File: src/hdl/lrp_pkg.sv
package lrp_pkg;

  localparam int STACK_DEPTH_DEF = 32;
  localparam int NUM_STATES      = 17;
  localparam int TABLE_ROWS      = 17;
  localparam int TERM_COLS       = 5;
  localparam int NONTERM_COLS    = 3;
  localparam int RULE_COUNT      = 8;
  localparam int RULE_OFFSET     = 10;

  localparam logic [7:0] SYM_STAR  = 8'h2A;
  localparam logic [7:0] SYM_EQ    = 8'h3D;
  localparam logic [7:0] SYM_ID    = 8'h69;
  localparam logic [7:0] SYM_END   = 8'h23;
  localparam logic [7:0] SYM_NUM   = 8'h6E;

  localparam logic [1:0] ST_SHIFTED  = 2'd0;
  localparam logic [1:0] ST_ACCEPTED = 2'd1;
  localparam logic [1:0] ST_REJECTED = 2'd2;
  localparam logic [1:0] ST_IGNORED  = 2'd3;

  localparam logic [2:0] CA_NONE      = 3'd0;
  localparam logic [2:0] CA_NO_ACTION = 3'd1;
  localparam logic [2:0] CA_UNDERFLOW = 3'd2;
  localparam logic [2:0] CA_NO_GOTO   = 3'd3;
  localparam logic [2:0] CA_OVERFLOW  = 3'd4;

  typedef enum logic [1:0] {
    ACT_NONE,
    ACT_ACCEPT,
    ACT_SHIFT,
    ACT_REDUCE
  } act_kind_e;

  typedef struct packed {
    act_kind_e   kind;
    logic [4:0]  nxt;
    logic [1:0]  len;
    logic [1:0]  lhs;
  } act_t;

  typedef struct packed {
    logic        ok;
    logic [4:0]  nxt;
  } goto_t;

endpackage

File: src/hdl/lr_parse_driver.sv
// lr parse driver for the fixed grammar T->S, S->L=R, S->R, L->*R, L->i, R->L, R->i, R->n
// input channel: symbol_i and start_req_i, taken when in_valid_i is high and in_stall_o
// is low; start_req_i clears the stack to state 0 before the symbol is handled
// output channel: one result item per input item, held in an output register until
// out_valid_o is high and out_stall_i is low
// each item runs through a small sequencer around one action/goto rom lookup:
// an action lookup, plus per reduction a stack ram read, then goto lookup and push,
// after which the action lookup is repeated; when the item is done its result goes
// to the result register and the sequencer returns to idle; only there is the next
// item taken
// in_stall_o is high while an item is being worked on; if the output register is
// still full when the result is ready, the sequencer waits until it drains
// the stack lives in a ram of STACK_DEPTH entries; entry 0 is never written, and a
// read of it is replaced by state 0, so no clearing pass is needed
// after reset the stack holds state 0, depth is 1 and the parse is not finished
module lr_parse_driver #(
  parameter int STACK_DEPTH = lrp_pkg::STACK_DEPTH_DEF
) (
  input  logic       clk_i,
  input  logic       rst_ni,
  input  logic       in_valid_i,
  output logic       in_stall_o,
  input  logic [7:0] symbol_i,
  input  logic       start_req_i,
  output logic       out_valid_o,
  input  logic       out_stall_i,
  output logic [1:0] status_o,
  output logic [2:0] reject_cause_o,
  output logic [5:0] reductions_o,
  output logic [5:0] depth_o,
  output logic [4:0] top_state_o
);

  localparam int DW         = $clog2(STACK_DEPTH + 1);
  localparam int AW         = $clog2(STACK_DEPTH);
  localparam int REDUCE_CAP = 4 * STACK_DEPTH + 16;
  localparam int IW         = $clog2(REDUCE_CAP + 1);

  localparam logic [DW-1:0] DepthFull = DW'(STACK_DEPTH);
  localparam logic [DW-1:0] DepthOne  = DW'(1);
  localparam logic [IW-1:0] IterCap   = IW'(REDUCE_CAP);

  localparam logic [1:0] S_IDLE = 2'd0;
  localparam logic [1:0] S_ACT  = 2'd1;
  localparam logic [1:0] S_GOTO = 2'd2;

  logic [1:0]    state_q, state_d;
  logic [DW-1:0] depth_q, depth_d;
  logic [4:0]    top_q, top_d;
  logic          fin_q, fin_d;
  logic [7:0]    sym_q, sym_d;
  logic [DW-1:0] pop_q, pop_d;
  logic [1:0]    lhs_q, lhs_d;
  logic [5:0]    reds_q, reds_d;
  logic [IW-1:0] iter_q, iter_d;

  logic          out_valid_q, out_valid_d;
  logic [1:0]    status_q, status_d;
  logic [2:0]    cause_q, cause_d;
  logic [5:0]    reds_out_q, reds_out_d;
  logic [5:0]    depth_out_q, depth_out_d;
  logic [4:0]    top_out_q, top_out_d;

  lrp_pkg::act_t  act;
  lrp_pkg::goto_t gto;
  logic [4:0]     rdata;
  logic [4:0]     below;
  logic [AW-1:0]  raddr;
  logic           ram_we;
  logic [DW-1:0]  ram_wdepth;
  logic [4:0]     ram_wdata;
  logic           out_free;
  logic           done;
  logic [1:0]     res_st;
  logic [2:0]     res_ca;
  logic [DW-1:0]  new_depth;
  logic [4:0]     new_top;
  logic           push;

  lrp_rom u_rom (
    .sym_i   (sym_q),
    .top_i   (top_q),
    .below_i (below),
    .lhs_i   (lhs_q),
    .act_o   (act),
    .goto_o  (gto)
  );

  lrp_ram #(
    .WIDTH (5),
    .DEPTH (STACK_DEPTH)
  ) u_stack (
    .clk_i   (clk_i),
    .we_i    (ram_we),
    .waddr_i (ram_wdepth[AW-1:0]),
    .wdata_i (ram_wdata),
    .raddr_i (raddr),
    .rdata_o (rdata)
  );

  assign below    = (pop_q == DepthOne) ? 5'd0 : rdata;
  assign raddr    = (state_q == S_GOTO) ? AW'(pop_q - DepthOne)
                                        : AW'(depth_q - DW'(act.len) - DepthOne);
  assign out_free = !out_valid_q || !out_stall_i;

  always_comb begin
    state_d     = state_q;
    depth_d     = depth_q;
    top_d       = top_q;
    fin_d       = fin_q;
    sym_d       = sym_q;
    pop_d       = pop_q;
    lhs_d       = lhs_q;
    reds_d      = reds_q;
    iter_d      = iter_q;
    out_valid_d = out_valid_q && out_stall_i;
    status_d    = status_q;
    cause_d     = cause_q;
    reds_out_d  = reds_out_q;
    depth_out_d = depth_out_q;
    top_out_d   = top_out_q;
    ram_we      = 1'b0;
    ram_wdepth  = depth_q;
    ram_wdata   = act.nxt;
    done        = 1'b0;
    res_st      = lrp_pkg::ST_SHIFTED;
    res_ca      = lrp_pkg::CA_NONE;
    new_depth   = depth_q;
    new_top     = top_q;
    push        = 1'b0;

    case (state_q)
      S_IDLE: begin
        if (in_valid_i) begin
          sym_d   = symbol_i;
          reds_d  = '0;
          iter_d  = '0;
          state_d = S_ACT;
          if (start_req_i) begin
            depth_d = DepthOne;
            top_d   = 5'd0;
            fin_d   = 1'b0;
          end
        end
      end
      S_ACT: begin
        if (fin_q) begin
          done   = 1'b1;
          res_st = lrp_pkg::ST_IGNORED;
        end else if (iter_q >= IterCap) begin
          done   = 1'b1;
          res_st = lrp_pkg::ST_REJECTED;
          res_ca = lrp_pkg::CA_NO_ACTION;
        end else begin
          case (act.kind)
            lrp_pkg::ACT_ACCEPT: begin
              done   = 1'b1;
              res_st = lrp_pkg::ST_ACCEPTED;
            end
            lrp_pkg::ACT_SHIFT: begin
              done = 1'b1;
              if (depth_q >= DepthFull) begin
                res_st = lrp_pkg::ST_REJECTED;
                res_ca = lrp_pkg::CA_OVERFLOW;
              end else begin
                push       = 1'b1;
                ram_wdepth = depth_q;
                ram_wdata  = act.nxt;
                new_depth  = depth_q + DepthOne;
                new_top    = act.nxt;
              end
            end
            lrp_pkg::ACT_REDUCE: begin
              if (depth_q <= DW'(act.len)) begin
                done   = 1'b1;
                res_st = lrp_pkg::ST_REJECTED;
                res_ca = lrp_pkg::CA_UNDERFLOW;
              end else begin
                pop_d   = depth_q - DW'(act.len);
                lhs_d   = act.lhs;
                state_d = S_GOTO;
              end
            end
            default: begin
              done   = 1'b1;
              res_st = lrp_pkg::ST_REJECTED;
              res_ca = lrp_pkg::CA_NO_ACTION;
            end
          endcase
        end
      end
      S_GOTO: begin
        new_depth = pop_q;
        new_top   = below;
        if (!gto.ok) begin
          done   = 1'b1;
          res_st = lrp_pkg::ST_REJECTED;
          res_ca = lrp_pkg::CA_NO_GOTO;
        end else if (pop_q >= DepthFull) begin
          done   = 1'b1;
          res_st = lrp_pkg::ST_REJECTED;
          res_ca = lrp_pkg::CA_OVERFLOW;
        end else begin
          ram_we     = 1'b1;
          ram_wdepth = pop_q;
          ram_wdata  = gto.nxt;
          depth_d    = pop_q + DepthOne;
          top_d      = gto.nxt;
          reds_d     = (reds_q == 6'd63) ? reds_q : reds_q + 6'd1;
          iter_d     = iter_q + IW'(1);
          state_d    = S_ACT;
        end
      end
      default: begin
        state_d = S_IDLE;
      end
    endcase

    if (done && out_free) begin
      depth_d     = new_depth;
      top_d       = new_top;
      ram_we      = push;
      fin_d       = (res_st == lrp_pkg::ST_ACCEPTED) || (res_st == lrp_pkg::ST_REJECTED)
                    || fin_q;
      out_valid_d = 1'b1;
      status_d    = res_st;
      cause_d     = res_ca;
      reds_out_d  = reds_q;
      depth_out_d = 6'(new_depth);
      top_out_d   = new_top;
      state_d     = S_IDLE;
    end
  end

  always_ff @(posedge clk_i or negedge rst_ni) begin
    if (!rst_ni) begin
      state_q     <= S_IDLE;
      depth_q     <= DepthOne;
      top_q       <= 5'd0;
      fin_q       <= 1'b0;
      reds_q      <= '0;
      iter_q      <= '0;
      out_valid_q <= 1'b0;
    end else begin
      state_q     <= state_d;
      depth_q     <= depth_d;
      top_q       <= top_d;
      fin_q       <= fin_d;
      reds_q      <= reds_d;
      iter_q      <= iter_d;
      out_valid_q <= out_valid_d;
    end
  end

  always_ff @(posedge clk_i) begin
    sym_q       <= sym_d;
    pop_q       <= pop_d;
    lhs_q       <= lhs_d;
    status_q    <= status_d;
    cause_q     <= cause_d;
    reds_out_q  <= reds_out_d;
    depth_out_q <= depth_out_d;
    top_out_q   <= top_out_d;
  end

  assign in_stall_o     = (state_q != S_IDLE);
  assign out_valid_o    = out_valid_q;
  assign status_o       = status_q;
  assign reject_cause_o = cause_q;
  assign reductions_o   = reds_out_q;
  assign depth_o        = depth_out_q;
  assign top_state_o    = top_out_q;

  a_depth_range: assert property (@(posedge clk_i) disable iff (!rst_ni)
    (depth_q != '0) && (depth_q <= DepthFull))
    else $error("stack depth out of range");

  a_write_range: assert property (@(posedge clk_i) disable iff (!rst_ni)
    ram_we |-> (ram_wdepth != '0) && (ram_wdepth < DepthFull))
    else $error("stack write outside the stack");

  a_cause_match: assert property (@(posedge clk_i) disable iff (!rst_ni)
    out_valid_q |-> ((status_q == lrp_pkg::ST_REJECTED) == (cause_q != lrp_pkg::CA_NONE)))
    else $error("reject cause does not match status");

  a_ignored_clean: assert property (@(posedge clk_i) disable iff (!rst_ni)
    (out_valid_q && status_q == lrp_pkg::ST_IGNORED) |-> (reds_out_q == 6'd0))
    else $error("ignored item reports reductions");

  a_goto_order: assert property (@(posedge clk_i) disable iff (!rst_ni)
    (state_q == S_GOTO) |-> ($past(state_q) == S_ACT || $past(state_q) == S_GOTO))
    else $error("goto step without a preceding action lookup");

endmodule

File: src/hdl/lrp_ram.sv
module lrp_ram #(
  parameter int WIDTH = 5,
  parameter int DEPTH = lrp_pkg::STACK_DEPTH_DEF
) (
  input  logic                     clk_i,
  input  logic                     we_i,
  input  logic [$clog2(DEPTH)-1:0] waddr_i,
  input  logic [WIDTH-1:0]         wdata_i,
  input  logic [$clog2(DEPTH)-1:0] raddr_i,
  output logic [WIDTH-1:0]         rdata_o
);

  logic [WIDTH-1:0] mem [DEPTH];
  logic [WIDTH-1:0] rdata_q;

  always_ff @(posedge clk_i) begin
    if (we_i) begin
      mem[waddr_i] <= wdata_i;
    end
    rdata_q <= mem[raddr_i];
  end

  assign rdata_o = rdata_q;

endmodule

File: src/hdl/lrp_rom.sv
module lrp_rom (
  input  logic [7:0]    sym_i,
  input  logic [4:0]    top_i,
  input  logic [4:0]    below_i,
  input  logic [1:0]    lhs_i,
  output lrp_pkg::act_t  act_o,
  output lrp_pkg::goto_t goto_o
);

  localparam logic signed [7:0] E = -8'sd1;

  localparam logic signed [7:0] ACT_ROM [lrp_pkg::TABLE_ROWS][lrp_pkg::TERM_COLS] = '{
    '{8'sd1, E, 8'sd5, E, 8'sd6},
    '{E, E, 8'sd9, E, 8'sd10},
    '{E, 8'sd11, E, -8'sd15, E},
    '{E, E, E, -8'sd12, E},
    '{E, E, E, 8'sd0, E},
    '{E, E, E, -8'sd14, E},
    '{E, E, E, -8'sd17, E},
    '{E, -8'sd15, E, -8'sd15, E},
    '{E, -8'sd13, E, -8'sd13, E},
    '{E, -8'sd14, E, -8'sd14, E},
    '{E, -8'sd17, E, -8'sd17, E},
    '{8'sd12, E, 8'sd15, E, 8'sd6},
    '{8'sd12, E, 8'sd15, E, 8'sd6},
    '{E, E, E, -8'sd15, E},
    '{E, E, E, -8'sd11, E},
    '{E, E, E, -8'sd16, E},
    '{E, E, E, -8'sd13, E}
  };

  localparam logic signed [7:0] GOTO_ROM [lrp_pkg::TABLE_ROWS][lrp_pkg::NONTERM_COLS] = '{
    '{8'sd4, 8'sd2, 8'sd3},
    '{E, 8'sd7, 8'sd8},
    '{E, E, E}, '{E, E, E}, '{E, E, E}, '{E, E, E}, '{E, E, E},
    '{E, E, E}, '{E, E, E}, '{E, E, E}, '{E, E, E},
    '{E, 8'sd13, 8'sd14},
    '{E, 8'sd13, 8'sd16},
    '{E, E, E}, '{E, E, E}, '{E, E, E}, '{E, E, E}
  };

  localparam logic [1:0] RULE_LEN [lrp_pkg::RULE_COUNT] = '{
    2'd1, 2'd3, 2'd1, 2'd2, 2'd1, 2'd1, 2'd1, 2'd1
  };
  localparam logic [1:0] RULE_LHS [lrp_pkg::RULE_COUNT] = '{
    2'd0, 2'd1, 2'd1, 2'd2, 2'd2, 2'd3, 2'd3, 2'd3
  };

  localparam logic [5:0] RowLimit = 6'(lrp_pkg::NUM_STATES < lrp_pkg::TABLE_ROWS ?
                                        lrp_pkg::NUM_STATES : lrp_pkg::TABLE_ROWS);

  logic              col_ok;
  logic [2:0]        col;
  logic              row_ok;
  logic [4:0]        row_idx;
  logic signed [7:0] act_val;
  logic signed [7:0] rule_sel;
  logic [2:0]        rule_idx;
  logic              below_ok;
  logic [4:0]        below_idx;
  logic [1:0]        goto_col;
  logic signed [7:0] goto_val;

  always_comb begin
    col_ok = 1'b1;
    col    = 3'd0;
    case (sym_i)
      lrp_pkg::SYM_STAR: col = 3'd0;
      lrp_pkg::SYM_EQ:   col = 3'd1;
      lrp_pkg::SYM_ID:   col = 3'd2;
      lrp_pkg::SYM_END:  col = 3'd3;
      lrp_pkg::SYM_NUM:  col = 3'd4;
      default:           col_ok = 1'b0;
    endcase
  end

  assign row_ok   = {1'b0, top_i} < RowLimit;
  assign row_idx  = row_ok ? top_i : 5'd0;
  assign act_val  = ACT_ROM[row_idx][col];
  assign rule_sel = -act_val - 8'(lrp_pkg::RULE_OFFSET);
  assign rule_idx = rule_sel[2:0];

  always_comb begin
    act_o      = '0;
    act_o.kind = lrp_pkg::ACT_NONE;
    act_o.nxt  = act_val[4:0];
    act_o.len  = RULE_LEN[rule_idx];
    act_o.lhs  = RULE_LHS[rule_idx];
    if (col_ok && row_ok && act_val != E) begin
      if (act_val == 8'sd0) begin
        act_o.kind = lrp_pkg::ACT_ACCEPT;
      end else if (act_val > 8'sd0) begin
        act_o.kind = lrp_pkg::ACT_SHIFT;
      end else if (rule_sel >= 8'sd0 && rule_sel < 8'(lrp_pkg::RULE_COUNT)) begin
        act_o.kind = lrp_pkg::ACT_REDUCE;
      end
    end
  end

  assign below_ok   = {1'b0, below_i} < RowLimit;
  assign below_idx  = below_ok ? below_i : 5'd0;
  assign goto_col   = (lhs_i == 2'd0) ? 2'd0 : lhs_i - 2'd1;
  assign goto_val   = GOTO_ROM[below_idx][goto_col];
  assign goto_o.ok  = (lhs_i != 2'd0) && below_ok && (goto_val >= 8'sd0);
  assign goto_o.nxt = goto_val[4:0];

endmodule

File: config.mk
export PLATFORM = sky130hd
export DESIGN_NAME = lr_parse_driver
export DESIGN_NICKNAME = d
export VERILOG_FILES = /design/src/hdl/lrp_pkg.sv /design/src/hdl/lr_parse_driver.sv /design/src/hdl/lrp_ram.sv /design/src/hdl/lrp_rom.sv
export SDC_FILE = /design/constraint.sdc
export NUM_CORES = 1
export LEC_CHECK = 0
export ABC_AREA = 1
export BUFFER_PORTS_ARGS = -buffer_cell sky130_fd_sc_hd__buf_2
export CAP_MARGIN = 20
export CORE_MARGIN = 1.5
export CORE_UTILIZATION = 57
export CTS_CLUSTER_DIAMETER = 40
export DETAILED_ROUTE_END_ITERATION = 8
export PLACE_DENSITY = 0.77
export SYNTH_ARGS = -nofsm -noshare
export SYNTH_HDL_FRONTEND = slang
export SYNTH_SLANG_ARGS = --single-unit
File: constraint.sdc
create_clock -name clk_i -period 4.3 [get_ports clk_i]
set_input_delay 0.645 -clock clk_i [delete_from_list [all_inputs] [get_ports clk_i]]
set_output_delay 0.645 -clock clk_i [all_outputs]
set_load 0.01 [all_outputs]
==> results_dict.tcl, run 1 <==
set metrics [dict create \
    status "complete, but fails checks" \
    violations "negative setup slack" \
    chipWidth_um 148 \
    diodes 0 \
    hold_class "in -> async" \
    totalWireLength_um 32000 \
    grt_antenna_before_repair 0 \
    dp_hpwl_um 19100 \
    worstReg2RegStart "top_q[2]$_DFFE_PN0P_" \
    htreeDepth 1 \
    wl_per_cell_um 19.1 \
    timing.critical_path.to "u_stack.rdata_o[1]$_DFF_P_" \
    cts.clk_slew.worst_paths_ns 0.06 \
    clk_path_buf_depth 3 \
    relSlewSlack 0.522 \
    cts-root-buf "clkbuf_16" \
    worst-endpoint-required_ns 4.75 \
    timing.fmax_ghz 0.229 \
    worstSetupPathType "reg -> reg" \
    worstPathArrival_ns 4.82 \
    drt-initial-drc-count 1055 \
    synth.cell_area_mm2 0.0119 \
    yosys.area.top_type "edfxtp_1" \
    setup_slack_ns -0.0654 \
    firstDrtPassIters 6 \
    core.rowCount 52 \
    clock_skew_ns 0.0171 \
    cts_inserted_buffers 31 \
    maxCapViolations 0 \
    synth_seq_cells 232 \
    grt-ovfl-total 0 \
    critPathLaunch "top_q[2]$_DFFE_PN0P_" \
    core_area_mm2 0.0204 \
    dpl_worst_slack_ns -0.236 \
    ys.warnings.count 0 \
    report.final.slew_viol_count 0 \
    vias 9813 \
    route.detailed.vias_per_inst 5.84 \
    synthCells 1265 \
    ys_types 56 \
    nFillCells 1355 \
    synth_top_flop_cell "edfxtp_1" \
    io_buffers 36 \
    reg2regPathDepth 28 \
    grt_max_degree 82 \
    die_y_um 148 \
    insertion_delay_ns 0.56 \
    finalCritPeriodShare 1.02 \
    end_kind "register" \
    cts_tree "yes" \
    synth-edff-count 198 \
    dieArea_mm2 0.0218 \
    io_pins 37 \
    grt_pass1_wl_um 47800 \
    final_nets 1422 \
    setup_viol 4 \
    r2r-end "u_stack.rdata_o[1]$_DFF_P_" \
    cp-start-kind "register" \
    avgSynthCellArea_um2 9.41 \
    critPathMaxFanout 10 \
    reg2reg_setup_slack_ns -0.07 \
    worst_slew_pin_slew_ns 0.717 \
    cts_sinks 232 \
    grtUsageTotal 0.277 \
    period_needed_ns 4.37 \
    finalHoldViolCount 0 \
    ant_nets 0 \
    drive_above_1_share 0.257 \
    worst_path_max_delay_cell "fa_2" \
    worst_hold_slack_ns 0.148 \
    synthArstFlopShare 0.125 \
    yosys-top-cells-count "nand2_1 (234), nor2_1 (234), edfxtp_1 (198)" \
    initial_core_util 0.584 \
    grt_pass1_vias 9462 \
    syn_nets 1300 \
    hold_buffers 0 \
    synth_area_leaders "edfxtp_1 (50%), nand2_1 (7.4%), nor2_1 (7.4%)" \
    yosysSeqAreaShare 0.569 \
    yosysTopAreaCellShare 0.500 \
    cp_slowest_stage_delay_ns 0.55 \
    rsz0062_at_grt "yes" \
    finalWeightedCongestion 0.973 \
    syn_to_final_growth_pct 25.6 \
    route.detailed.drc 0 \
]
## worst min-delay path by stage
| stage | from | end | slack, ns | depth (start not counted) |
|---|---|---|---|---|
| detailed placement | reds_q[3]$_DFFE_PN0P_ | reductions_o[3]$_DFFE_PP_ | 0.47 | 0 |
| CTS | rst_ni | reds_q[2]$_DFFE_PN0P_ | 0.16 | 1 |
| global route | rst_ni | reds_q[2]$_DFFE_PN0P_ | 0.21 | 1 |
| finish | rst_ni | iter_q[3]$_DFFE_PN0P_ | 0.15 | 1 |
| global placement | reds_q[3]$_DFFE_PN0P_ | reductions_o[3]$_DFFE_PP_ | 0.47 | 0 |
| floorplan | rst_ni | depth_q[1]$_DFFE_PN0P_ | 0.35 | 0 |
## cell families (layout without fill, tap and decap cells)
kind of cell,after synthesis,after routing,share of synthesized area
flip-flops,232,232,0.569
AND/OR/NAND/NOR,642,642,0.241
buffers and inverters,177,323,0.0591
adder cells (fa/ha/maj),22,22,0.0238
AO/OA/AOI/OAI,184,184,0.101
XOR/XNOR,8,8,0.00589
## flip-flops by register name, summed over array words and instances, names as in the netlist, 5 cells and up
register,count
reductions_o,6
u_stack.rdata_o,5
top_q,5
iter_q,8
top_state_o,5
depth_o,6
u_stack.mem,160
sym_q,8
depth_q,6
reds_q,6
pop_q,6
## metrics by stage
step / setup TNS, ns / std cells / area (um2) / utilization
3_3_place_gp: -3.66 / 1604 / 12900 / 0.635
3_5_place_dp: -14.77 / 1604 / 12900 / 0.635
5_1_grt: -8.81 / 1681 / 14900 / 0.734
2_1_floorplan: 0 / 1265 / 11900 / -
6_report: -0.190 / 1681 / 14900 / 0.734
4_1_cts: 0 / 1668 / 14200 / 0.698
## cells in the final DEF (no fill, tap or decap), types with 5 or more instances in the layout
master,count
buf_6,6
nand3_1,83
o21ai_1,7
o21ai_0,57
buf_2,36
inv_2,20
nor2_1,217
nor2_4,10
nor3_1,12
edfxtp_1,198
dfrtp_1,28
buf_12,7
o32ai_2,20
clkbuf_16,37
a21oi_2,7
nand4_1,10
inv_1,107
o32ai_4,9
a21oi_1,23
clkinv_1,6
dfxtp_1,5
o21ai_2,20
o211ai_1,5
nand2_1,228
buf_4,80
ha_1,14
nand2_2,22
nor2_2,18
nor4_1,5
nand3_2,14
ha_4,7
a32o_1,5
o32ai_1,11
nand3_4,6
## per-layer routing
metal,share of wire,vias up,global-route usage
met3,0.077,74,0.0398
met5,0,-,0
met2,0.51,486,0.461
met4,0.029,0,0.108
met1,0.39,4668,0.369
li1,-,4585,-
## what timing repair did
item / in CTS / in global routing
setup endpoints to repair: 150 / 200
pin swaps: 8 / 49
buffers inserted: 6 / 6
resized for setup: 29 / 109
hold endpoints to repair: 0 / 0
gates cloned: 1 / 7
## critical path, delay by kind of cell, from the launching register on
kind            cells  cell delay (ns)
compound gates      5             0.87
fa+ha+maj           5             1.33
simple gates       12             1.11
buf+inv             6             0.56
flops               1             0.41
## final cells by class
class / count / area (um2) / area share
clock buffers: 36 / 805 / 0.0538
clock inverters: 21 / 231 / 0.0155
inverters: 130 / 490 / 0.0328
multi-input cells: 856 / 5140 / 0.344
flip-flops and latches: 232 / 6770 / 0.453
well taps: 270 / 338 / 0.0226
repair buffers: 136 / 1170 / 0.0780
Power of run 1 is left out: the tool's default activity adds up to more than one toggle a clock period on the data nets, which glitch-free logic cannot reach.
==> run 2: changes to the inputs <==
--- a/config.mk
+++ b/config.mk
@@ -8,11 +8,13 @@
 export ABC_AREA = 1
 export BUFFER_PORTS_ARGS = -buffer_cell sky130_fd_sc_hd__buf_2
 export CAP_MARGIN = 20
+export CELL_PAD_IN_SITES_DETAIL_PLACEMENT = 0
+export CELL_PAD_IN_SITES_GLOBAL_PLACEMENT = 2
 export CORE_MARGIN = 1.5
-export CORE_UTILIZATION = 57
+export CORE_UTILIZATION = 40
 export CTS_CLUSTER_DIAMETER = 40
 export DETAILED_ROUTE_END_ITERATION = 8
-export PLACE_DENSITY = 0.77
+export PLACE_DENSITY_LB_ADDON = 0.1
 export SYNTH_ARGS = -nofsm -noshare
 export SYNTH_HDL_FRONTEND = slang
 export SYNTH_SLANG_ARGS = --single-unit
==> constraint.sdc (replaced) <==
create_clock -name clk_i -period 4.22 [get_ports clk_i]
set_input_delay 0.633 -clock clk_i [delete_from_list [all_inputs] [get_ports clk_i]]
set_output_delay 0.633 -clock clk_i [all_outputs]
set_load 0.01 [all_outputs]
==> run 2 against run 1 <==
Register-to-register slack better by 0.09 ns. Die area grew 42%. Non-clock buffer count is 21 higher. The flow now finishes without violations. Worst hold slack gained 0.050 ns. Global-route usage is 5.3 points lower. Clock skew up 0.011 ns.
==> results_dict.tcl, run 2 (synthesized netlist as in run 1, its figures left out) <==
set metrics [dict create \
    place_inst 1744 \
    rsz0062_at_grt "yes" \
    clk_path_buf_depth 3 \
    cp-start-kind "register" \
    cts_sinks 232 \
    timing.fmax_ghz 0.238 \
    reg_top3 "u_stack.mem (160), iter_q (8), sym_q (8)" \
    clock_skew_ns 0.0284 \
    cpMostUsedCell "nor2_4" \
    critPathMaxFanout 5 \
    dp_hpwl_um 22600 \
    report.final.slew_viol_count 0 \
    grtUsageTotal 0.223 \
    cts.clk_slew.worst_paths_ns 0.05 \
    largest_register "u_stack.mem" \
    fin_cells 1831 \
    vias 9470 \
    diodes 0 \
    worst_path_max_delay_cell "fa_2" \
    status "completed" \
    finalCritPeriodShare 0.995 \
    worstPathArrival_ns 4.61 \
    io_pins 37 \
    period_needed_ns 4.20 \
    dieArea_mm2 0.0308 \
    chipWidth_um 175 \
    worstSetupPathType "reg -> reg" \
    initial_core_util 0.410 \
    hold_buffers 0 \
    grt_pass1_vias 9683 \
    wl_per_cell_um 18.3 \
    worst-endpoint-required_ns 4.63 \
    ant_nets 0 \
    cts_inserted_buffers 40 \
    firstDrtPassIters 5 \
    totalWireLength_um 33500 \
    layout_commonest_cell "nand2_1" \
    cp_slowest_stage_delay_ns 0.54 \
    worstReg2RegStart "top_q[2]$_DFFE_PN0P_" \
    reg2reg_setup_slack_ns 0.02 \
    nFillCells 2649 \
    grt_max_degree 81 \
    worst_slew_pin_slew_ns 0.797 \
    cts_tree "yes" \
    route.detailed.vias_per_inst 5.17 \
    core.rowCount 62 \
    hold_class "in -> async" \
    finalHoldViolCount 0 \
    end_kind "register" \
    largest_reg_flops 160 \
    setup_viol 0 \
    path_buf_inv 5 \
    core_area_mm2 0.0290 \
    insertion_delay_ns 0.52 \
    syn_to_final_growth_pct 33.1 \
    cts-root-buf "clkbuf_16" \
    htreeDepth 2 \
    io_buffers 36 \
    final_cell_mix "nand2_1 (221), edfxtp_1 (198), nor2_1 (194), inv_1 (106), buf_4 (101)" \
    relSlewSlack 0.468 \
    route.detailed.drc 0 \
    drt-initial-drc-count 552 \
    grt_pass1_wl_um 52900 \
    drive_above_1_share 0.305 \
    reg2regPathDepth 25 \
    final_nets 1452 \
    die_y_um 175 \
    maxCapViolations 0 \
    critPathTopFamily "simple AND/OR/NAND/NOR gates" \
    r2r-end "u_stack.rdata_o[1]$_DFF_P_" \
    finalWeightedCongestion 0.810 \
    grt_antenna_before_repair 0 \
    grt-ovfl-total 0 \
]
run 2: cell types whose count changed in the layout (fill, tap and decap cells not counted), sizes merged:
| cell | delta |
|---|---|
| buf | +27 |
| clkinv | +6 |
| clkinvlp | +2 |
| bufinv | +1 |
run 2: worst reg2reg max path, stage by stage (launching register included):
cell     delay [ns]
dfrtp_1        0.40
nor2_4         0.13
nand2_2        0.08
nand2_4        0.07
inv_4          0.04
nor2_4         0.12
buf_6          0.12
ha_4           0.14
nand3_1        0.12
o21ai_0        0.19
buf_4          0.15
a21oi_4        0.04
nor2_4         0.15
nor2_4         0.05
ha_4           0.27
nor2_4         0.04
fa_2           0.54
nor2_2         0.05
a21oi_4        0.19
buf_4          0.15
nand2_1        0.05
nor2_2         0.24
xnor2_4        0.16
inv_1          0.20
nand3_1        0.16
a32o_1         0.28
run 2: worst max-delay path by stage:
stage / to / startpoint / depth (start not counted) / slack (ns)
final: u_stack.rdata_o[1]$_DFF_P_ / top_q[2]$_DFFE_PN0P_ / 25 / 0.02
after global routing: u_stack.rdata_o[0]$_DFF_P_ / top_q[3]$_DFFE_PN0P_ / 31 / -0.23
after CTS: u_stack.rdata_o[0]$_DFF_P_ / top_q[1]$_DFFE_PN0P_ / 28 / -0.02
after detailed placement: u_stack.rdata_o[1]$_DFF_P_ / top_q[3]$_DFFE_PN0P_ / 27 / -0.38
after global placement: u_stack.rdata_o[1]$_DFF_P_ / top_q[3]$_DFFE_PN0P_ / 30 / -0.37
after floorplan: u_stack.rdata_o[0]$_DFF_P_ / top_q[2]$_DFFE_PN0P_ / 32 / 0.005
run 2: metrics by stage:
stage	TNS, ns	hold slack, ns	area [um2]	setup WS (ns)	utilization
after detailed placement	-16.07	0.473	13600	-0.385	0.470
after floorplan	0	0.337	12300	0.00456	-
final	0	0.198	15800	0.0196	0.546
after global routing	-2.41	0.254	15800	-0.232	0.546
after global placement	-4.77	0.477	13600	-0.374	0.470
after CTS	-0.0545	0.226	15500	-0.0201	0.536
run 2: area by class of cell:
cell class	instances	area [um2]	area share
inverter	130	495	0.0313
clock inverter	30	329	0.0208
sequential	232	6770	0.427
multi-input combinational	856	5440	0.343
clock buffer	42	1010	0.0636
tap	384	480	0.0303
timing repair buffer	157	1320	0.0831
run 2: metal layers:
| metal | vias up | track usage | wire length (um) |
|---|---|---|---|
| met1 | 4609 | 0.287 | 15000 |
| li1 | 4655 | - | - |
| met3 | 50 | 0.0307 | 1080 |
| met5 | - | 0 | 0 |
| met2 | 156 | 0.395 | 16800 |
| met4 | 0 | 0.0591 | 656 |
run 2: repair_timing:
action / 4_1_cts / 5_1_grt
gates cloned: 4 / 0
setup buffers: 10 / 4
resized for setup: 74 / 70
setup endpoints to repair: 188 / 242
pin swaps: 37 / 37
Power of run 2 is left out for the same reason.
